[src/dfa_tt_pkg.sv]
// ----------------------------------------------------------------------------
// dfa_tt_pkg
// shared constants, codes and types of the automaton transition table
// ----------------------------------------------------------------------------
package dfa_tt_pkg;

  // entry store geometry
  localparam int unsigned MaxEntries = 256;
  localparam int unsigned EntryIdxW  = $clog2(MaxEntries);
  localparam int unsigned CountW     = EntryIdxW + 1;

  // field widths
  localparam int unsigned OpW     = 2;
  localparam int unsigned StateW  = 7;
  localparam int unsigned CharW   = 8;
  localparam int unsigned StatusW = 3;
  localparam int unsigned CfgW    = 8;
  localparam int unsigned KeyW    = StateW + CharW;
  localparam int unsigned EntryW  = KeyW + StateW;

  // states in use may not exceed this
  localparam int unsigned MaxStates = 128;

  // accepting map covers every state code
  localparam int unsigned MapAddrW = StateW;
  localparam int unsigned MapDepth = 1 << MapAddrW;

  typedef enum logic [OpW-1:0] {
    OpAdd       = 2'd0,
    OpSetAccept = 2'd1,
    OpLookup    = 2'd2,
    OpNone      = 2'd3
  } opcode_e;

  typedef enum logic [StatusW-1:0] {
    StatOk        = 3'd0,
    StatIgnored   = 3'd1,
    StatDuplicate = 3'd2,
    StatFull      = 3'd3,
    StatBadState  = 3'd4
  } status_e;

  // request to the accepting map
  typedef struct packed {
    logic                we;
    logic [MapAddrW-1:0] waddr;
    logic                wdata;
    logic                re;
    logic [MapAddrW-1:0] raddr;
  } acc_req_t;

endpackage

[src/dfa_tt_ram.sv]
// ----------------------------------------------------------------------------
// dfa_tt_ram
// generic simple dual-port ram, one write and one registered read port
// ----------------------------------------------------------------------------
module dfa_tt_ram #(
  parameter  int unsigned Width = 8,
  parameter  int unsigned Depth = 16,
  localparam int unsigned AddrW = $clog2(Depth)
) (
  input  logic             clk_i,
  input  logic             we_i,
  input  logic [AddrW-1:0] waddr_i,
  input  logic [Width-1:0] wdata_i,
  input  logic             re_i,
  input  logic [AddrW-1:0] raddr_i,
  output logic [Width-1:0] rdata_o
);

  logic [Width-1:0] mem_q [Depth];
  logic [Width-1:0] rdata_q;

  always_ff @(posedge clk_i) begin
    if (we_i) begin
      mem_q[waddr_i] <= wdata_i;
    end
    if (re_i) begin
      rdata_q <= mem_q[raddr_i];
    end
  end

  assign rdata_o = rdata_q;

endmodule

[src/dfa_tt_accept.sv]
// ----------------------------------------------------------------------------
// dfa_tt_accept
// accepting-state map: ram plus per-state valid bits that reset clears
// ----------------------------------------------------------------------------
module dfa_tt_accept (
  input  logic                 clk_i,
  input  logic                 rst_ni,
  input  dfa_tt_pkg::acc_req_t req_i,
  output logic                 rd_flag_o
);

  import dfa_tt_pkg::*;

  logic [MapDepth-1:0] valid_q;
  logic                rd_valid_q;
  logic                ram_rdata;

  dfa_tt_ram #(
    .Width (1),
    .Depth (MapDepth)
  ) u_ram (
    .clk_i   (clk_i),
    .we_i    (req_i.we),
    .waddr_i (req_i.waddr),
    .wdata_i (req_i.wdata),
    .re_i    (req_i.re),
    .raddr_i (req_i.raddr),
    .rdata_o (ram_rdata)
  );

  // a never-written state reads as not accepting
  always_ff @(posedge clk_i or negedge rst_ni) begin
    if (!rst_ni) begin
      valid_q    <= '0;
      rd_valid_q <= 1'b0;
    end else begin
      if (req_i.we) begin
        valid_q[req_i.waddr] <= 1'b1;
      end
      if (req_i.re) begin
        rd_valid_q <= valid_q[req_i.raddr];
      end
    end
  end

  assign rd_flag_o = rd_valid_q & ram_rdata;

endmodule

[config.mk]
export PLATFORM = sky130hd
export DESIGN_NAME = dfa_tt_accept
export DESIGN_NICKNAME = d
export VERILOG_FILES = /design/src/dfa_tt_pkg.sv /design/src/dfa_tt_ram.sv /design/src/dfa_tt_accept.sv
export SDC_FILE = /design/constraint.sdc
export NUM_CORES = 1
export LEC_CHECK = 0
export BUFFER_PORTS_ARGS = -buffer_cell sky130_fd_sc_hd__buf_4
export CORE_MARGIN = 5
export CORE_UTILIZATION = 49
export CTS_CLUSTER_DIAMETER = 100
export DETAILED_ROUTE_END_ITERATION = 8
export GPL_ROUTABILITY_DRIVEN = 0
export GPL_TIMING_DRIVEN = 0
export PLACE_DENSITY = 0.67
export SLEW_MARGIN = 10
export SYNTH_ARGS = -nofsm -noshare
export SYNTH_HDL_FRONTEND = slang
export SYNTH_HIERARCHICAL = 1
export SYNTH_SLANG_ARGS = --single-unit
[constraint.sdc]
create_clock -name clk_i -period 2.11 [get_ports clk_i]
set_clock_uncertainty 0.2 [all_clocks]
set_input_delay 0.3165 -clock clk_i [delete_from_list [all_inputs] [get_ports clk_i]]
set_output_delay 0.3165 -clock clk_i [all_outputs]
set_load 0.03 [all_outputs]
After elaboration in Yosys (flattened, before gate mapping)
Memories as Yosys holds them, arrays and structs flattened. A register that Yosys moved wholly into a read port is not among the register bits.
Cells that the tools add are included.
Cells by class
  muxes and demuxes: 6
  reductions and logical operators: 1
  $lt $le $gt $ge: 3
  bitwise gates (word level): 2
Operator list (number)
  128-bit OR: 1
  7-bit by 8-bit less-than comparator with 1-bit output, second input constant: 2
  1-bit binary-select mux with 7-bit select: 1
  1-bit demux with 7-bit select: 1
  7-bit by 1-bit >= comparator with 1-bit output, second input constant: 1
  1-bit two-way mux: 4
  1-bit AND: 1
  1-bit logical AND: 1
Storage, ports and cells
  memories: 1
  input port bits: 19
  logic and storage cells: 15
  output and inout port bits: 1
  flip-flop bits (word level): 129
  RAM bits: 128
Memories
  u_ram.mem_q: words 128, bits a word 1, rd ports 1, clocked after Yosys merged registers in 1, wr ports 1, RTL line dfa_tt_ram.sv:19  | logic [Width-1:0] mem_q [Depth];

Depth between registers and ports, before layout
  word-level depth: 5
  gate-level depth with buffers: 10
  gate-level depth less buffers: 6

Hierarchy
Netlist, hierarchy kept.
By module, submodules not included
  dfa_tt_ram: cells each 395, area an instance 5729.2 µm², sequential area each 3873.7 µm², instances 1
  dfa_tt_accept: cells each 404, area an instance 5601.6 µm², sequential area each 3228.1 µm², instances 1

Worst setup path after synthesis
No wires, ideal clock.
  path type: input port to flip-flop
  start point: input port req_i[3] in the netlist's numbering
  end point: register rd_valid_q
  path buffers: 2
  arrival: 1.927 ns
  required time: 1.778 ns
  setup time: 0.132 ns
  slack: -0.149 ns
  stages: 8
  cells stage by stage: buf_2 -> buf_2 -> mux4_1 -> mux4_2 -> nor2_1 -> nor2_1 -> a221oi_2 -> o22ai_1
On the way
  cells in the longest elaborated chain, start to end: 2
Ends and longest elaborated chain
  from (decl): RTL line dfa_tt_accept.sv:8  | input dfa_tt_pkg::acc_req_t req_i,
  1-bit binary-select mux with 7-bit select: RTL line dfa_tt_accept.sv:41  | rd_valid_q <= valid_q[req_i.raddr];
  1-bit two-way mux (not written as such): RTL line dfa_tt_accept.sv:41
  to (signal assigned): RTL line dfa_tt_accept.sv:41
  to (decl): RTL line dfa_tt_accept.sv:15  | logic rd_valid_q;
Every way passes these cells. The select of a mux whose other input is x is not followed.
A chain may end at the register's enable or synchronous reset.

==> results.txt <==
* Status: finished, violations left
- The final reports fail on setup timing.
- In the synthesized netlist the async set-or-reset flop fraction comes to 50.0%.
* Worst skew pair latency: 0.53 ns
* Worst setup path category: reg2reg
- Fraction of final layout cells sized beyond drive strength 1: 17.6%
- Worst stage delay on the critical path: 0.52 ns
- Sequential share of power: 49.6%
* R2R Path End: u_ram/rdata_o$_DFFE_PP_
- TritonCTS clock tree: yes
- Launching element type of the critical path: register
* Number of standard-cell rows in the floorplan: 55
* Number of detailed-routing iterations run before antenna repair: 5
* Fill cell instance count of the final layout: 1846
* Pint: 9.06 mW
* Number of synthesized register bits: 258
* Required @ worst endpoint: 2.13 ns
* Count of nets left with antenna violations after detail routing: 0
- Of all nets on the critical path, the largest fanout is 1.
* Type of the most critical hold path: in2reg
* Die width: 162 um
- Kind of cell adding the most delay to the critical path: multiplexers
- DIE AREA: 26300 sq um
- Chain of cells forming the critical path: mux4_2 > mux4_2 > and3b_1 > a31oi_1 > nand4_1
* CTS Root Cell: clkbuf_16
- OpenSTA, run right after detailed placement, puts the worst setup slack at -0.716 ns.
- Number of instances on the worst hold path: 3
* Number of synthesized flops with an enable pin: 129
- The netlist uses 40 different library cells.
* Net switching fraction of the power: 22.7%
- The total overflow left after global routing is 0.
- For this design the static power due to leakage is 5.36 nW.
* Via Count: 7047
- Overall track demand over capacity in global routing: 20.8%
- In the final design database the tool counted 867 nets.
- Dividing the synthesized area by the synthesized cell count gives 14.2 sq um.
* Post-route setup slack: -0.308 ns
* Max-cap violation count: 0
* Most used flip-flop cell after synthesis: edfxtp_1
- Global-route wire length before repair: 42500 um
* Transition time of the tightest slew-check pin: 1.26 ns
- In this run the count of I/O pins placed on the die edge is 20.
- Across the VDD grid, the largest voltage drop is 813 uV.
- Post-Synthesis Net Count: 818
- Warnings, synthesis: 6
* Power per standard cell area: 916 nW/um^2
- Number of H-tree levels: 1
- In this run the critical register-to-register path is launched from u_ram/mem_q[21]$_DFFE_PP_.
- Compared with the post-synthesis result, the final layout area differs by 12.9%.
- Post-detailed-route DRC marker count: 0
* Die boundary height: 162 um
- Count of input and output buffers: 17
- Initial core utilization: 49.9%
* Cell repeated most along the worst path: mux4_2
- The mapped netlist covers 11300 sq um.
- Share of the yosys chip area belonging to registers: 62.7%
- Clock transition at the register clock pins on the worst setup and hold paths after CTS: 0.06 ns
* Via count of the first global-routing pass: 7375
- Post-DR wirelength/cell: 23.1 um
- Setup slack of the most critical reg-to-reg path: -0.31 ns
- The share of total power dissipated in the clock network is 41.0%.
- Worst Hold Endpoint: valid_q[111]$_DFFE_PN0P_
- Number of clock sinks seen by CTS: 258
* Final Hold Viols: 0
- Commonest cells after routing, fill and taps aside: nor2_1 (146), dfrtp_1 (129), edfxtp_1 (129)
- CTS buffer count: 27
* Core region area: 22700 sq um
- Gate power share: 9.4%
- Number of diodes: 0
- Type of destination of the critical path: register
- Initial drt markers: 574
- Cell count after synthesis: 799
* Data arrival, critical path: 2.44 ns
- Min cycle time layout: 2.42 ns
* Final Util: 56.3%
* Buffer and inverter count on the worst path: 0
* Largest net degree at the start of global routing: 129
- The slowest stage of the critical path belongs to the cell mux4_2.
- Setup repair after global routing could not meet its margin everywhere.
- Number of setup buffers added after CTS: 0
- Counting cells, the worst reg-to-reg path comes to 5.
- The number of max-slew violations in the final report was 0.
- CTS Buffer Depth: 3
- Power spent charging and discharging nets: 2.65 mW
- The library cell used most frequently in the layout, excluding fill and tap cells, is nor2_1.
- For this run, the top clock speed supported by timing is 414 MHz.
- Setup-violating endpoint count in the final report: 2
- The initial antenna violation count is 0.
* Worst Hold Launch: req_i[16]
- In the finished design, the share of the clock period the worst path needs comes to 115%.
- Placed wire-length estimate after detailed placement: 17100 um
* Via-to-Cell Ratio: 6.11
- Post-Route WL: 26600 um
* Relative slew margins: 14.9%
## sequential cells by signal, summed over array words and instances (netlist names)
| name | cells |
|---|---|
| u_ram/mem_q | 128 |
| valid_q | 128 |
| rd_valid_q | 1 |
| u_ram/rdata_o | 1 |
## routing by layer
layer	vias up	share of wire, %	track usage, %
li1	3088	-	-
met1	3664	41	28.2
met2	234	50	35.0
met3	61	5.9	2.99
met4	0	3.5	7.30
met5	-	0	0
## kinds of logic after synthesis
kind of cell           after synthesis  synth area share [%]
AO/OA/AOI/OAI                      145                  9.65
buffers and inverters               53                  2.15
flip-flops                         258                  62.7
multiplexers                        84                  15.2
AND/OR/NAND/NOR                    259                  10.3
## worst reg2reg max path: cells and delay by family (launching register included)
| family | cells | cell delay (ns) |
|---|---|---|
| flip-flops | 1 | 0.36 |
| multiplexers | 2 | 0.99 |
| AO/OA/AOI/OAI | 1 | 0.19 |
| AND/OR/NAND/NOR | 2 | 0.38 |
## power groups by stage
stage	Clock (mW)	Sequential, mW	Combinational [mW]
after detailed placement	0	5.90	1.11
after floorplan	0	5.84	0.748
after global routing	5.11	5.84	1.21
after CTS	4.89	5.80	1.12
after global placement	0	5.89	1.07
final	4.80	5.81	1.11
## stage by stage
stage                     hold WS [ns]  cells  power, mW  area (sq um)  TNS, ns
after global placement           0.230   1101       6.96         11800   -20.89
final                           0.0583   1153       11.7         12800   -0.507
after CTS                       0.0208   1153       11.8         12800   -0.487
after floorplan                 -0.179    799       6.59         11300   -0.136
after global routing            0.0538   1153       12.2         12800   -0.599
after detailed placement        0.0798   1102       7.00         11900   -22.97
## final cells by class
type / instances / area, sq um / area share [%]
repair buffers: 20 / 179 / 1.40
clock inverters: 11 / 104 / 0.812
flip-flops and latches: 258 / 7100 / 55.5
clock buffers: 38 / 807 / 6.31
well taps: 285 / 357 / 2.79
plain buffers: 49 / 255 / 2.00
multi-input cells: 488 / 3980 / 31.1
inverters: 4 / 15.0 / 0.117
## what timing repair did
action,4_1_cts,5_1_grt
hold endpoints to repair,131,0
setup endpoints to repair,2,6
pin swaps,2,1
hold buffers,2,0
resized for setup,2,5
## synth_stat cells (2+ instances only)
library cell,count,share of area (%)
nor2_1,147,4.9
dfrtp_1,129,28
edfxtp_1,129,34
a21o_1,88,5.8
mux4_2,56,11
o21bai_1,40,2.7
clkbuf_1,31,1.0
nand2_1,25,0.83
nand3_1,20,0.88
mux2i_1,15,1.3
nor2b_1,15,0.83
buf_2,12,0.53
nor3_1,12,0.53
mux4_1,11,2.6
nand2b_1,10,0.55
nand4_1,10,0.55
or2_2,5,0.28
inv_1,4,0.13
nand3b_1,4,0.27
nor4_1,4,0.22
a22oi_1,3,0.20
a31oi_1,3,0.17
buf_6,3,0.30
a2111oi_0,2,0.15
and3b_1,2,0.15
buf_4,2,0.13
mux2_2,2,0.20
nand4b_1,2,0.15
o22ai_1,2,0.11
## how the worst max path moves through the flow
stage	start	to	slack (ns)	depth (start not counted)
2_1_floorplan	req_i[1]	u_ram/rdata_o$_DFFE_PP_	-0.07	6
3_3_place_gp	req_i[2]	u_ram/rdata_o$_DFFE_PP_	-0.72	8
3_5_place_dp	req_i[2]	u_ram/rdata_o$_DFFE_PP_	-0.72	8
4_1_cts	u_ram/mem_q[21]$_DFFE_PP_	u_ram/rdata_o$_DFFE_PP_	-0.29	5
5_1_grt	u_ram/mem_q[23]$_DFFE_PP_	u_ram/rdata_o$_DFFE_PP_	-0.35	5
6_report	u_ram/mem_q[21]$_DFFE_PP_	u_ram/rdata_o$_DFFE_PP_	-0.31	5
Note: power is estimated with default switching activity, not from simulation.
