<file path="src/dfa_tt_ram.sv">
// ----------------------------------------------------------------------------
// dfa_tt_ram
// generic simple dual-port ram, one write and one registered read port
// ----------------------------------------------------------------------------
module dfa_tt_ram #(
  parameter  int unsigned Width = 8,
  parameter  int unsigned Depth = 16,
  localparam int unsigned AddrW = $clog2(Depth)
) (
  input  logic             clk_i,
  input  logic             we_i,
  input  logic [AddrW-1:0] waddr_i,
  input  logic [Width-1:0] wdata_i,
  input  logic             re_i,
  input  logic [AddrW-1:0] raddr_i,
  output logic [Width-1:0] rdata_o
);

  logic [Width-1:0] mem_q [Depth];
  logic [Width-1:0] rdata_q;

  always_ff @(posedge clk_i) begin
    if (we_i) begin
      mem_q[waddr_i] <= wdata_i;
    end
    if (re_i) begin
      rdata_q <= mem_q[raddr_i];
    end
  end

  assign rdata_o = rdata_q;

endmodule

</file>
<file path="config.mk">
export PLATFORM = sky130hd
export DESIGN_NAME = dfa_tt_ram
export DESIGN_NICKNAME = d
export VERILOG_FILES = /design/src/dfa_tt_ram.sv
export SDC_FILE = /design/constraint.sdc
export NUM_CORES = 1
export LEC_CHECK = 0
export ABC_CLOCK_PERIOD_IN_PS = 2000
export CAP_MARGIN = 20
export CORE_MARGIN = 5
export CORE_UTILIZATION = 50
export CTS_CLUSTER_SIZE = 28
export DETAILED_ROUTE_END_ITERATION = 6
export DONT_BUFFER_PORTS = 1
export PLACE_DENSITY = 0.72
export SETUP_SLACK_MARGIN = 0.3
export SYNTH_ARGS = -nofsm -noshare
export SYNTH_HDL_FRONTEND = slang
export SYNTH_SLANG_ARGS = --single-unit
</file>
<file path="constraint.sdc">
create_clock -name clk_i -period 2 [get_ports clk_i]
set_clock_uncertainty 0.2 [all_clocks]
set_input_delay 0.5 -clock clk_i [delete_from_list [all_inputs] [get_ports clk_i]]
set_output_delay 0.5 -clock clk_i [all_outputs]
set_load 0.005 [all_outputs]
</file>
Word-level counts from Yosys, hierarchy flattened
Memories as Yosys holds them, arrays and structs flattened. A register that Yosys moved wholly into a read port is not among the register bits.
Index checks and enable logic that the tools add are counted.
{ "word_totals": {"regBits": 0, "mem_bits_rw": 128, "in_bits": 19, "out_inout_bits": 8, "n_memories": 1} }
{ "classes": {"muxes": 2} }
{ "memory_table": {"columns": ["memory", "depth", "word_bits", "read_ports", "rd_clocked_by_memory_dff", "write_ports", "line", "rtl"], "rows": [
  ["mem_q", 16, 8, 1, 1, 1, "19", "logic [Width-1:0] mem_q [Depth];"]
]} }
{ "op_table": {"columns": ["cell", "n"], "rows": [
  ["$mux W1", 2]
]} }

Logic depth before layout (Yosys ltp)
Gate-level depths: netlist (run 1).
{ "depth": {"word_depth": 2, "ltp_mapped": 5, "mapped_depth_nobuf": 3} }

Worst setup path after synthesis (run 1)
Ideal clock, no wire load.
{ "synth_timing": {"path_kind": "in2reg", "startpoint": "in waddr_i[2]", "endpoint": "mem mem_q[0][0] (enable)", "setup_time_ps": 383, "t_arrival_ps": 1610, "t_required_ps": 1417, "setup_slack_ps": -193, "cell_stages": 2, "path_cell_list": "or3b_2 > nor3_1"} }
{ "synth_rtl": {"columns": ["element", "line", "rtl"], "rows": [
  ["start, declared", "12", "input logic [AddrW-1:0] waddr_i,"],
  ["end, declared", "19", null]
]} }
Straight into the memory's write port.

==> results of run 1 <==
==> layout make-up <==
class | instances | area share (%)
clock buffer | 19 | 6.87
sequential | 136 | 66.5
clock inverter | 13 | 2.91
timing repair buffer | 22 | 3.26
tap | 136 | 2.77
multi-input combinational | 83 | 17.7
==> worst max path at each step <==
stage,cells after the start,slack [ps],endpoint
final,3,340,rdata_o[7]$_DFFE_PP_
after CTS,3,300,rdata_o[2]$_DFFE_PP_
after floorplan,5,100,rdata_o[1]$_DFFE_PP_
after global routing,3,310,rdata_o[4]$_DFFE_PP_
after global placement,3,160,rdata_o[6]$_DFFE_PP_
after detailed placement,3,130,rdata_o[2]$_DFFE_PP_
==> layer usage <==
layer	global-route usage [%]	wire (µm)	vias up	share of wire (%)
li1	-	-	1028	-
met3	5.82	679	18	6.9
met5	0	27	-	0.28
met2	24.4	4550	84	47
met4	6.25	209	4	2.1
met1	24.5	4310	1207	44
==> state kept, by name, summed over array words and instances (netlist names) <==
register  cells
mem_q       128
rdata_o       8
==> metrics by stage <==
stage | total power [mW] | util [%] | cells
global placement | 3.47 | 52.8 | 368
floorplan | 3.47 | - | 229
detailed placement | 3.48 | 52.8 | 368
global route | 6.81 | 59.7 | 409
CTS | 6.63 | 59.5 | 409
finish | 6.59 | 59.7 | 409
==> timing repair <==
action / 4_1_cts / 5_1_grt
endpoints found under the setup margin: 1 / 4
gates resized for setup: 1 / 4
hold endpoints to repair: 136 / 0
hold buffers: 9 / 0
==> where the power goes <==
group          leakage (nW)  switching [mW]  internal, mW  total (mW)
clock                 0.287            1.10          2.01        3.11
sequential             1.24          0.0202          3.21        3.23
combinational         0.438           0.130         0.116       0.246
total                  1.96            1.25          5.34        6.59
==> cells in the final DEF (no fill, tap or decap), types with 3 or more instances in the layout <==
| master | netlist | routed |
|---|---|---|
| sky130_fd_sc_hd__nand2_1 | 9 | 9 |
| sky130_fd_sc_hd__bufinv_16 | 0 | 4 |
| sky130_fd_sc_hd__nor3_2 | 0 | 3 |
| sky130_fd_sc_hd__a22oi_2 | 0 | 5 |
| sky130_fd_sc_hd__mux4_2 | 18 | 31 |
| sky130_fd_sc_hd__buf_4 | 1 | 12 |
| sky130_fd_sc_hd__a22oi_1 | 16 | 11 |
| sky130_fd_sc_hd__nor2_1 | 13 | 10 |
| sky130_fd_sc_hd__clkinv_4 | 0 | 3 |
| sky130_fd_sc_hd__nor2_4 | 0 | 3 |
| sky130_fd_sc_hd__dlygate4sd3_1 | 0 | 9 |
| sky130_fd_sc_hd__clkbuf_16 | 0 | 16 |
| sky130_fd_sc_hd__edfxtp_1 | 136 | 136 |
==> kinds of logic after synthesis <==
| logic type | Yosys count |
|---|---|
| and+or+nand+nor | 35 |
| DFF | 136 |
| muxes | 32 |
| AOI/OAI and AO/OA | 16 |
| buffers and inverters | 10 |
==> worst max-delay path, stage by stage (launching register included) <==
cell                       delay (ps)
sky130_fd_sc_hd__edfxtp_1         370
sky130_fd_sc_hd__mux4_2           540
sky130_fd_sc_hd__a22oi_1          220
sky130_fd_sc_hd__nand2_1           80
==> impl_summary.md, run 1 <==
Run
The number of violations of the max-capacitance limit is 0.

Yosys
A synthesized cell averages 22.8 µm². Sorting the synthesized cells by area gives the leading types as sky130_fd_sc_hd__edfxtp_1 78%, sky130_fd_sc_hd__mux4_2 7.8%, sky130_fd_sc_hd__mux4_1 7.0%. Summing the areas of all xor and xnor instances in the mapped netlist gives 0% of the synthesized area. The dominant combinational cell family by area after synthesis is multiplexers. The count of flip-flops with a built-in enable after synthesis is 136. The cell type contributing the most total cell area after synthesis is sky130_fd_sc_hd__edfxtp_1. When the netlist entered floorplanning its net count stood at 248. The most common cell in the synthesized netlist is sky130_fd_sc_hd__edfxtp_1. By count the netlist is led by 136 x sky130_fd_sc_hd__edfxtp_1, 18 x sky130_fd_sc_hd__mux4_2, 16 x sky130_fd_sc_hd__a22oi_1. Synthesis handed over a netlist of 229 instances.

Among all flip-flop cells after synthesis, the most frequent one is sky130_fd_sc_hd__edfxtp_1. The Yosys step of the flow raised 0 warnings. The mux share of post-synthesis cell area is 14.8%. Of all flip-flops after synthesis, the portion carrying an async set or reset was 0%. In this run, synthesis produced a sequential element count of 136.

The synthesized netlist devotes 3.14% of its cell area to simple gates. Sequential cells were found to cover 78.1% of the synthesized design area. The total standard cell area after synthesis is 0.00523 mm². The post-synthesis compound-gate area fraction is 2.30%. The count of cell types in the netlist is 18. Summing the areas of all fa, ha and maj instances in the mapped netlist gives 0% of the synthesized area. Summed over its instances, the top area cell type makes up 78.1% of the synthesized netlist area.

Placement
Once placement finished, the instance area stood at 0.00542 mm². The placed wire-length estimate is 5960 µm. At the placement stage, the worst setup path has a slack of 131 ps. Port buffering added 0 buffers.

The global placement routability congestion is 0.759.

Floorplan
The height of the die is 112 µm. The die width is 112 µm. The floorplan step defined a die boundary enclosing 0.0126 mm². The core outline area is 0.0103 mm². The count of boundary I/O pins is 27. The number of rows in the core area is 37. For this configuration, the core starts out at a cell density of 50.9%.

GRT
Summed over all layers, the global routing overflow is 0. The combined global-route utilization of all metal layers is 17.0%. The first global-routing pass estimated 15300 µm of wire.

The largest net degree at the start of global routing is 33. The via count of the first global-routing pass came to 2518. The initial antenna violation count is 2.

Cells and area
The number of antenna diodes in the final layout is 0. The count of filler cells inserted in the layout is 736. The post-route cell area is 0.00614 mm². Summing all multi-input logic gate instances after layout gives 0.00108 mm². At the end of the flow, the number of nets in the layout was 279. The area taken by flip-flops and latches is 0.00408 mm². Compared with the post-synthesis result, the final layout area differs by 17.4%. The proportion of layout cells with a drive suffix above 1 is 31.1%.

Drt
The total wirelength of the detailed-routed design is 9770 µm. The via density per instance is 5.72. Summing over every cut layer, the via total after detailed routing is 2341. The average routed wire per standard cell is 23.9 µm.

For this block, the initial DRC count from the detailed router was 156. The number of routed nets with antenna violations is 0. The number of design rule violations left after detail routing is 0.

The detailed-router iteration count before antenna repair is 4.

Worst setup path
The worst register-to-register path ends at rdata_o[7]$_DFFE_PP_. The required time at the endpoint of the critical path is 2060 ps. The startpoint kind of the worst setup timing path is a flip-flop. The startpoint identified for the worst register-to-register timing path is mem_q[15][7]$_DFFE_PP_. The data arrival at the endpoint of the critical path is 1720 ps. Tracing the worst setup path back leads to its startpoint at mem_q[15][7]$_DFFE_PP_. The logic depth of the worst register-to-register path is 3. The critical path is of the flip-flop to flip-flop type. The reg-to-reg setup timing slack is 340 ps. The critical-path maximum fanout is 1. STA classifies the critical path endpoint as a flip-flop.

STA
Headroom to the max-slew limit came out at 51.7%. The number of setup violations in the final report is 0. Final hold analysis gives a worst-case slack of 102 ps. The setup TNS is 0 ps. In the post-route analysis, the smallest setup slack over all paths is 345 ps. Setup repair after global routing left no endpoint under its margin. The post-layout minimum cycle time is 1660 ps. The period utilization is 82.8%. The hold violation count in the final report is 0.

At the pin with the least slew margin, the transition time is 722 ps. The final number of max-transition violations was 0. The highest achievable clock rate is 604 MHz.

Clock network
TritonCTS built the clock tree. The number of buffers added by the clock tree synthesis step is 17. The H-tree was split into 4 levels. After clock tree synthesis, the clock-pin slew on the worst setup and hold paths is 60 ps. No sink is reached through more buffers than the 2 on the longest clock path. The buffer type at the clock tree root is sky130_fd_sc_hd__clkbuf_8.

The total setup buffers inserted after CTS is 0. The number of sinks on the clock net is 136. The clock latency reported for the late side of the worst-skew pair is 510 ps.

Min path
The startpoint of the worst hold path is waddr_i[1]. The type of the worst min-delay path is input pin to flip-flop. The worst hold path terminates at mem_q[0][1]$_DFFE_PP_. The number of stages on the worst hold path is 2.

Power and ir drop
In this run the power density over the cells is 1070 mW/mm². VDD sags by at most 0.000855 V. Summed over all cells, the static leakage comes to 1.96 nW.

Status
The flow ran to the end, and the final reports show no timing, DRC or antenna violations.
(Power assumes the default switching activity.)
==> inputs of run 2 (changes only) <==
--- a/config.mk
+++ b/config.mk
@@ -5,14 +5,14 @@
 export SDC_FILE = /design/constraint.sdc
 export NUM_CORES = 1
 export LEC_CHECK = 0
-export ABC_CLOCK_PERIOD_IN_PS = 2000
+export ABC_CLOCK_PERIOD_IN_PS = 1610
 export CAP_MARGIN = 20
 export CORE_MARGIN = 5
 export CORE_UTILIZATION = 50
 export CTS_CLUSTER_SIZE = 28
 export DETAILED_ROUTE_END_ITERATION = 6
 export DONT_BUFFER_PORTS = 1
-export PLACE_DENSITY = 0.72
+export PLACE_DENSITY = 0.69
 export SETUP_SLACK_MARGIN = 0.3
 export SYNTH_ARGS = -nofsm -noshare
 export SYNTH_HDL_FRONTEND = slang
==> constraint.sdc (replaced) <==
create_clock -name clk_i -period 1.61 [get_ports clk_i]
set_clock_uncertainty 0.2 [all_clocks]
set_input_delay 0.4025 -clock clk_i [delete_from_list [all_inputs] [get_ports clk_i]]
set_output_delay 0.4025 -clock clk_i [all_outputs]
set_load 0.005 [all_outputs]
==> run 2 against run 1 <==
  * The run now ends with setup timing left
  * First-iteration DRC count is 28% higher
  * Clock-buffer cell count stayed put
  * Design area is 2.3% higher
  * Global-route usage is 0.17 points lower
  * Sequential share of layout area is 1.5 points lower
  * Sequential cell count stayed put
  * Maximum frequency is 2.5% higher
  * Clock power is 17% higher
  * Non-clock buffer count is 4 lower
  * Wire length is 0.56% lower
  * Hold slack worse by 100 ps
  * Die area stayed put
  * Critical endpoint is now rdata_o[5]$_DFFE_PP_
  * Highest routed layer is now met4
==> impl_summary.md, run 2 (synthesized netlist as in run 1, its figures left out) <==
Status
Result of the run: finished with violations (was finished clean). The checks that failed: setup timing.

Placement
The number of input and output port buffers inserted is 0 (unchanged). The placed instance count was 364 (was 368). The placed wire-length estimate is 5990 µm (was 5960 µm). The global placement routability congestion was 0.695 (was 0.759). The area of placed instances is 0.00559 mm² (was 0.00542 mm²).

Floorplan
The initial cell density of the core is 50.9% (unchanged). The die width is 112 µm (unchanged). The core outline area is 0.0103 mm² (unchanged). The height of the die is 112 µm (unchanged). The count of boundary I/O pins is 27 (unchanged). The number of rows in the core area was 37 (unchanged). The floorplan die area is 0.0126 mm² (unchanged).

STA
The number of setup violations in the final report is 1 (was 0). The highest achievable clock rate is 619 MHz (was 604 MHz). The tightest slew margin relative to the limit is 34.2% (was 51.7%). The final critical-path setup slack is -5.02 ps (was 345 ps). The final number of max-transition violations was 0 (unchanged). Setup repair after global routing missed its margin: yes (was no). The post-layout minimum cycle time is 1620 ps (was 1660 ps).

The actual transition at the worst max-transition pin is 984 ps (was 722 ps). The hold violation count in the final report is 0 (unchanged). The period utilization was 100% (was 82.8%).

Cells and area
The most common cell after layout, fill and taps aside was sky130_fd_sc_hd__edfxtp_1 (unchanged). The count of filler cells inserted in the layout came to 727 (was 736). The total number of nets in the final design is 275 (was 279). The number of flip-flops under the largest register name came to 128 (unchanged).

The area growth from synthesis to layout is 20.1% (was 17.4%). The post-route cell area is 0.00628 mm² (was 0.00614 mm²). The number of diodes is 0 (unchanged). The proportion of layout cells with a drive suffix above 1 is 35.7% (was 31.1%). The final instance count without filler cells came to 405 (was 409).

The register ranked first by flip-flop count is mem_q (unchanged). Most used cells in the layout excluding fill and tap cells: 136 x sky130_fd_sc_hd__edfxtp_1, 31 x sky130_fd_sc_hd__mux4_2, 16 x sky130_fd_sc_hd__clkbuf_16, 12 x sky130_fd_sc_hd__nor2_4, 9 x sky130_fd_sc_hd__a22oi_2 (was 136 x sky130_fd_sc_hd__edfxtp_1, 31 x sky130_fd_sc_hd__mux4_2, 16 x sky130_fd_sc_hd__clkbuf_16, 12 x sky130_fd_sc_hd__buf_4, 11 x sky130_fd_sc_hd__a22oi_1).

Clock network
The clock transition at the register clock pins on the worst setup and hold paths after CTS is 60 ps (about the same). The CTS tree is done (unchanged). The clock latency reported for the late side of the worst-skew pair is 530 ps (was 510 ps). The buffer type at the clock tree root is sky130_fd_sc_hd__clkbuf_8 (unchanged). The maximum buffer depth of the clock tree is 2 (unchanged). The hold-fix buffer count after cts is 9 (unchanged). The total setup buffers inserted after CTS was 0 (unchanged).

The count of H-tree levels built during CTS is 4 (unchanged). The number of sinks on the clock net was 136 (unchanged). The number of buffers added by the clock tree synthesis step is 17 (unchanged).

Worst setup path
The master of the slowest instance on the critical path is sky130_fd_sc_hd__mux4_2 (unchanged). The required time at the endpoint of the critical path was 1670 ps (was 2060 ps). The family with the most delay on the worst path is multiplexers (unchanged). Cells along the critical path: mux4_2 > a22oi_2 > nand2_1 (was mux4_2 > a22oi_1 > nand2_1). The biggest cell delay along the critical path is 510 ps (was 540 ps). The data arrival at the endpoint of the critical path was 1680 ps (was 1720 ps). The category of the worst setup path capture point is a flip-flop (unchanged). The startpoint kind of the worst setup timing path is a flip-flop (unchanged). The critical-path maximum fanout is 1 (unchanged). The kind of critical path is flip-flop to flip-flop (unchanged). The number of buffer and inverter stages on the critical path was 0 (unchanged).

GRT
The global-route congestion overflow total came to 0 (unchanged). The first-pass GRT wire length is 15200 µm (was 15300 µm). The via count of the first global-routing pass is 2491 (was 2518).

The combined global-route utilization of all metal layers was 16.9% (was 17.0%). The initial antenna violation count is 0 (was 2). The largest net degree at the start of global routing was 33 (unchanged).

Drt
The detailed-router iteration count before antenna repair is 4 (unchanged). The count of routing violations after the opening detailed-route iteration is 200 (was 156). The number of design rule violations left after detail routing is 0 (unchanged).

The via count came to 2339 (was 2341). The via density per instance is 5.78 (was 5.72). The average routed wire per standard cell is 24.0 µm (was 23.9 µm). The total wirelength of the detailed-routed design was 9720 µm (was 9770 µm). The number of routed nets with antenna violations was 0 (unchanged).

Power and ir drop
The static power due to leakage is 1.98 nW (was 1.96 nW). The areal power density over the cells is 1270 mW/mm² (was 1070 mW/mm²). The internal power component is 6.47 mW (was 5.34 mW). The power share of the sequential group came to 50.4% (was 49.1%). The clock network fraction of total power is 45.5% (was 47.2%). The switching power of the nets is 1.51 mW (was 1.25 mW).

The combinational power share is 4.1% (was 3.7%). The highest ir drop seen on vdd is 0.000751 V (was 0.000855 V). The proportion of total power due to net switching is 18.9% (about the same).

Min path
The type of the worst min-delay path is input pin to flip-flop (unchanged).

Run
The number of violations of the max-capacitance limit is 0 (unchanged).
## run 2: cell types whose count changed in the layout (fill, tap and decap cells not counted), sizes merged
cell          previous run  this run
dlymetal6s4s             0         1
dlygate4sd3              9         8
bufinv                   4         3
buf                     13         9
clkinv                   7        10
clkinvlp                 2         0
## run 2: cell type report
class / instances / area (µm²) / area share, %
Sequential cell: 136 / 4080 / 65.0
Tap cell: 136 / 170 / 2.71
Clock inverter: 13 / 135 / 2.15
Clock buffer: 19 / 422 / 6.71
Timing Repair Buffer: 18 / 248 / 3.95
Multi-Input combinational cell: 83 / 1220 / 19.4
## run 2: power by group through the flow
stage	sequential (mW)	clock [mW]	combinational, mW
after global routing	4.03	3.85	0.352
after detailed placement	4.10	0	0.251
final	4.02	3.63	0.328
after floorplan	4.08	0	0.245
after global placement	4.09	0	0.247
after CTS	4.02	3.68	0.328
## run 2: what timing repair did
action                                  CTS  global route
endpoints found under the setup margin   16            19
endpoints found under the hold margin   168            32
pin swaps                                 3             0
gates resized for setup                   6             4
## run 2: path summary, 6_finish.rpt
path / start / endpoint / slack (ps) / cells past startpoint
max reg2reg: mem_q[11][5]$_DFFE_PP_ / rdata_o[5]$_DFFE_PP_ / -5 / 3
max: mem_q[11][5]$_DFFE_PP_ / rdata_o[5]$_DFFE_PP_ / -5 / 3
min: waddr_i[1] / mem_q[0][6]$_DFFE_PP_ / 0.4 / 2
min reg2reg: mem_q[14][4]$_DFFE_PP_ / rdata_o[4]$_DFFE_PP_ / 540 / 3
## run 2: through the flow
step                      setup WS [ps]  utilization (%)  hold slack (ps)  power [mW]  TNS, ps
final                             -5.02             61.1            0.439        7.98    -5.02
after global routing              -47.6             61.1            -25.4        8.23     -242
after CTS                         -19.2             60.9            -16.3        8.03    -52.9
after detailed placement           -154             54.3              302        4.35    -2090
after global placement             -130             54.3              302        4.34    -1730
after floorplan                    -193                -              301        4.32    -3110
## run 2: worst reg2reg max path: cells and delay by family (launching register included)
kind	cells	cell delay, ps
simple gates	1	110
compound gates	1	170
mux	1	510
flops	1	370
## run 2: routing by layer
metal	share of wire, %	vias to the layer above	global-route usage, %	wire, µm
li1	-	1024	-	-
met1	41	1212	21.9	4000
met2	50	89	26.4	4900
met3	6.8	14	5.39	656
met4	1.7	0	7.21	162
met5	0	-	0	0
==> inputs of run 3 (changes only) <==
--- a/config.mk
+++ b/config.mk
@@ -9,6 +9,7 @@
 export CAP_MARGIN = 20
 export CORE_MARGIN = 5
 export CORE_UTILIZATION = 50
+export CTS_BUF_LIST = sky130_fd_sc_hd__clkbuf_2
 export CTS_CLUSTER_SIZE = 28
 export DETAILED_ROUTE_END_ITERATION = 6
 export DONT_BUFFER_PORTS = 1
==> run 3 against run 2 <==
  * First-iteration DRC count down 4.5%
  * Non-clock buffer count increased by 5
  * Power shrank 21%
  * Largest power group unchanged
  * The flow finishes with violations (hold timing, setup timing)
  * Cell count up 1.5%
  * Critical path depth did not move
  * Sequential power hardly changed
  * Critical path type is now input pin to flip-flop
  * Hold slack lost 88 ps
  * Sequential share of layout area up 2.9 points
  * Maximum frequency fell by 11%
  * Clock-buffer cell count stayed put
  * Highest routed layer unchanged
==> impl_summary.md, run 3 (synthesized netlist as in run 1, its figures left out) <==
Status
Result of the run: finished with violations (unchanged). Failing checks: hold timing, setup timing (was setup timing).

Worst setup path
The required time at the endpoint of the critical path came to 1740 ps (was 1670 ps). The worst flop-to-flop path endpoint is rdata_o[7]$_DFFE_PP_ (was rdata_o[5]$_DFFE_PP_). The critical path depth is 3 (unchanged). The master of the slowest instance on the critical path is sky130_fd_sc_hd__dlygate4sd3_1 (was sky130_fd_sc_hd__mux4_2). The biggest cell delay along the critical path is 920 ps (was 510 ps). The family with the most delay on the worst path is buffers and inverters (was multiplexers). Cells along the critical path: dlygate4sd3_1 > nand2_2 > nor2_4 (was mux4_2 > a22oi_2 > nand2_1). The logic depth of the worst register-to-register path is 3 (unchanged). The number of buffer and inverter stages on the critical path is 1 (was 0). The startpoint kind of the worst setup timing path was an input pin (was flip-flop). The source of the critical timing path was waddr_i[0] (was mem_q[11][5]$_DFFE_PP_).

The end point of the critical path is mem_q[15][5]$_DFFE_PP_ (was rdata_o[5]$_DFFE_PP_). The category of the worst setup path capture point is a flip-flop (unchanged). The critical-path maximum fanout is 8 (was 1).

The launch point of the worst reg-to-reg path is mem_q[2][7]$_DFFE_PP_ (was mem_q[11][5]$_DFFE_PP_). The reg-to-reg setup timing slack is -20 ps (was -5 ps). The kind of critical path is input pin to flip-flop (was flip-flop to flip-flop). The data arrival at the endpoint of the critical path came to 1950 ps (was 1680 ps).

Cells and area
The number of flip-flops under the largest register name is 128 (unchanged). The area taken by flip-flops and latches is 0.00408 mm² (unchanged). The total number of nets in the final design is 280 (was 275). The post-route cell area was 0.00601 mm² (was 0.00628 mm²). The proportion of layout cells with a drive suffix above 1 is 37.2% (was 35.7%). The most common cell after layout, fill and taps aside is sky130_fd_sc_hd__edfxtp_1 (unchanged). The area growth from synthesis to layout is 15.1% (was 20.1%). Most used cells in the layout excluding fill and tap cells: 136 x sky130_fd_sc_hd__edfxtp_1, 32 x sky130_fd_sc_hd__mux4_2, 20 x sky130_fd_sc_hd__clkbuf_2, 12 x sky130_fd_sc_hd__nor2_4 (was 136 x sky130_fd_sc_hd__edfxtp_1, 31 x sky130_fd_sc_hd__mux4_2, 16 x sky130_fd_sc_hd__clkbuf_16, 12 x sky130_fd_sc_hd__nor2_4, 9 x sky130_fd_sc_hd__a22oi_2). The register ranked first by flip-flop count is mem_q (unchanged). The end-of-flow core utilization is 58.5% (was 61.1%). The count of filler cells inserted in the layout came to 759 (was 727). The multi-input logic area was 0.00122 mm² (about the same).

Min path
The type of the worst min-delay path was input pin to flip-flop (unchanged).

GRT
The largest net degree at the start of global routing is 33 (unchanged). The via count of the first global-routing pass is 2471 (was 2491). The first-pass GRT wire length came to 14800 µm (was 15200 µm). The global-route congestion overflow total is 0 (unchanged). The combined global-route utilization of all metal layers is 16.4% (was 16.9%). The initial antenna violation count is 1 (was 0).

Drt
The number of routed nets with antenna violations came to 0 (unchanged). The detailed-router iteration count before antenna repair is 4 (unchanged). The number of design rule violations left after detail routing is 0 (unchanged). The via density per instance is 5.68 (was 5.78). The average routed wire per standard cell is 23.4 µm (was 24.0 µm). The via count is 2334 (was 2339). The total wirelength of the detailed-routed design is 9610 µm (was 9720 µm). The count of routing violations after the opening detailed-route iteration is 191 (was 200).

Floorplan
The floorplan die area is 0.0126 mm² (unchanged). The die width is 112 µm (unchanged). The height of the die is 112 µm (unchanged).

The count of boundary I/O pins is 27 (unchanged). The initial cell density of the core is 50.9% (unchanged). The number of rows in the core area is 37 (unchanged). The core outline area is 0.0103 mm² (unchanged).

Clock network
The clock latency reported for the late side of the worst-skew pair is 660 ps (was 530 ps). The buffer type at the clock tree root is sky130_fd_sc_hd__clkbuf_2 (was sky130_fd_sc_hd__clkbuf_8). The CTS tree is done (unchanged). The clock transition at the register clock pins on the worst setup and hold paths after CTS is 170 ps (was 60 ps). The maximum buffer depth of the clock tree is 2 (unchanged). The number of sinks on the clock net was 136 (unchanged). The count of H-tree levels built during CTS is 4 (unchanged).

The number of buffers added by the clock tree synthesis step was 17 (unchanged).

Placement
The global placement routability congestion is 0.695 (unchanged). The number of input and output port buffers inserted is 0 (unchanged). The area of placed instances is 0.00559 mm² (unchanged).

The placed wire-length estimate was 5990 µm (unchanged).

STA
The highest achievable clock rate is 551 MHz (was 619 MHz). The tightest slew margin relative to the limit is 31.5% (was 34.2%). The actual transition at the worst max-transition pin was 1030 ps (was 984 ps).

The period utilization came to 113% (was 100%). The final critical-path setup slack was -206 ps (was -5.02 ps). Setup repair after global routing missed its margin: yes (unchanged).

The setup TNS is -7710 ps (was -5.02 ps). The worst hold margin came to -87.3 ps (was 0.439 ps). The hold violation count in the final report was 32 (was 0). The number of setup violations in the final report is 77 (was 1). The final number of max-transition violations is 0 (unchanged). The post-layout minimum cycle time is 1820 ps (was 1620 ps).

Power and ir drop
The static power due to leakage is 1.88 nW (was 1.98 nW). The areal power density over the cells was 1050 mW/mm² (was 1270 mW/mm²). The overall power is 6.31 mW (was 7.98 mW).

The highest ir drop seen on vdd was 0.000463 V (was 0.000751 V).

Run
The number of violations of the max-capacitance limit came to 0 (unchanged).
[run 3: power by group]
group          switching [mW]  internal, mW
logic                   0.184         0.168
registers              0.0281          3.98
clock network            1.11         0.842
[run 3: final cells by class]
type,instances,share of cell area (%)
multi-input cells,83,20.3
clock inverters,13,2.25
clock buffers,19,1.58
diodes,1,0.0416
well taps,136,2.83
repair buffers,23,5.08
flip-flops and latches,136,67.9
[run 3: worst min-delay path by stage]
| stage | startpoint | endpoint | slack [ps] | depth (start not counted) |
|---|---|---|---|---|
| after detailed placement | wdata_i[3] | mem_q[15][3]$_DFFE_PP_ | 300 | 0 |
| final | raddr_i[1] | rdata_o[4]$_DFFE_PP_ | -90 | 3 |
| after CTS | waddr_i[0] | mem_q[4][0]$_DFFE_PP_ | -200 | 2 |
| after global placement | wdata_i[3] | mem_q[15][3]$_DFFE_PP_ | 300 | 0 |
| after global routing | raddr_i[1] | rdata_o[4]$_DFFE_PP_ | -120 | 3 |
| after floorplan | wdata_i[0] | mem_q[0][0]$_DFFE_PP_ | 300 | 0 |
[run 3: layer usage]
| metal | wire length, µm | global-route usage, % |
|---|---|---|
| met2 | 4910 | 26.0 |
| met4 | 103 | 6.25 |
| met1 | 4120 | 22.0 |
| met5 | 0 | 0 |
| met3 | 468 | 4.53 |
[run 3: worst register-to-register path: stages, from the launching register on]
cell	delay, ps
sky130_fd_sc_hd__edfxtp_1	410
sky130_fd_sc_hd__mux4_2	510
sky130_fd_sc_hd__a22oi_1	200
sky130_fd_sc_hd__nand2_1	90
[run 3: stage by stage]
step / worst slack (ps) / instances / hold slack (ps)
floorplan: -193 / 229 / 301
global placement: -130 / 364 / 302
detailed placement: -154 / 364 / 302
CTS: -201 / 408 / -203
global route: -222 / 411 / -120
finish: -206 / 411 / -87.3
[run 3: timing repair]
action                                  in CTS  in global routing
endpoints found under the setup margin      16                144
resized for setup                           10                  6
hold buffers                                12                  1
gates cloned                                 0                  0
pin swaps                                    1                  4
hold endpoints to repair                   264                113
setup buffers                                0                  1
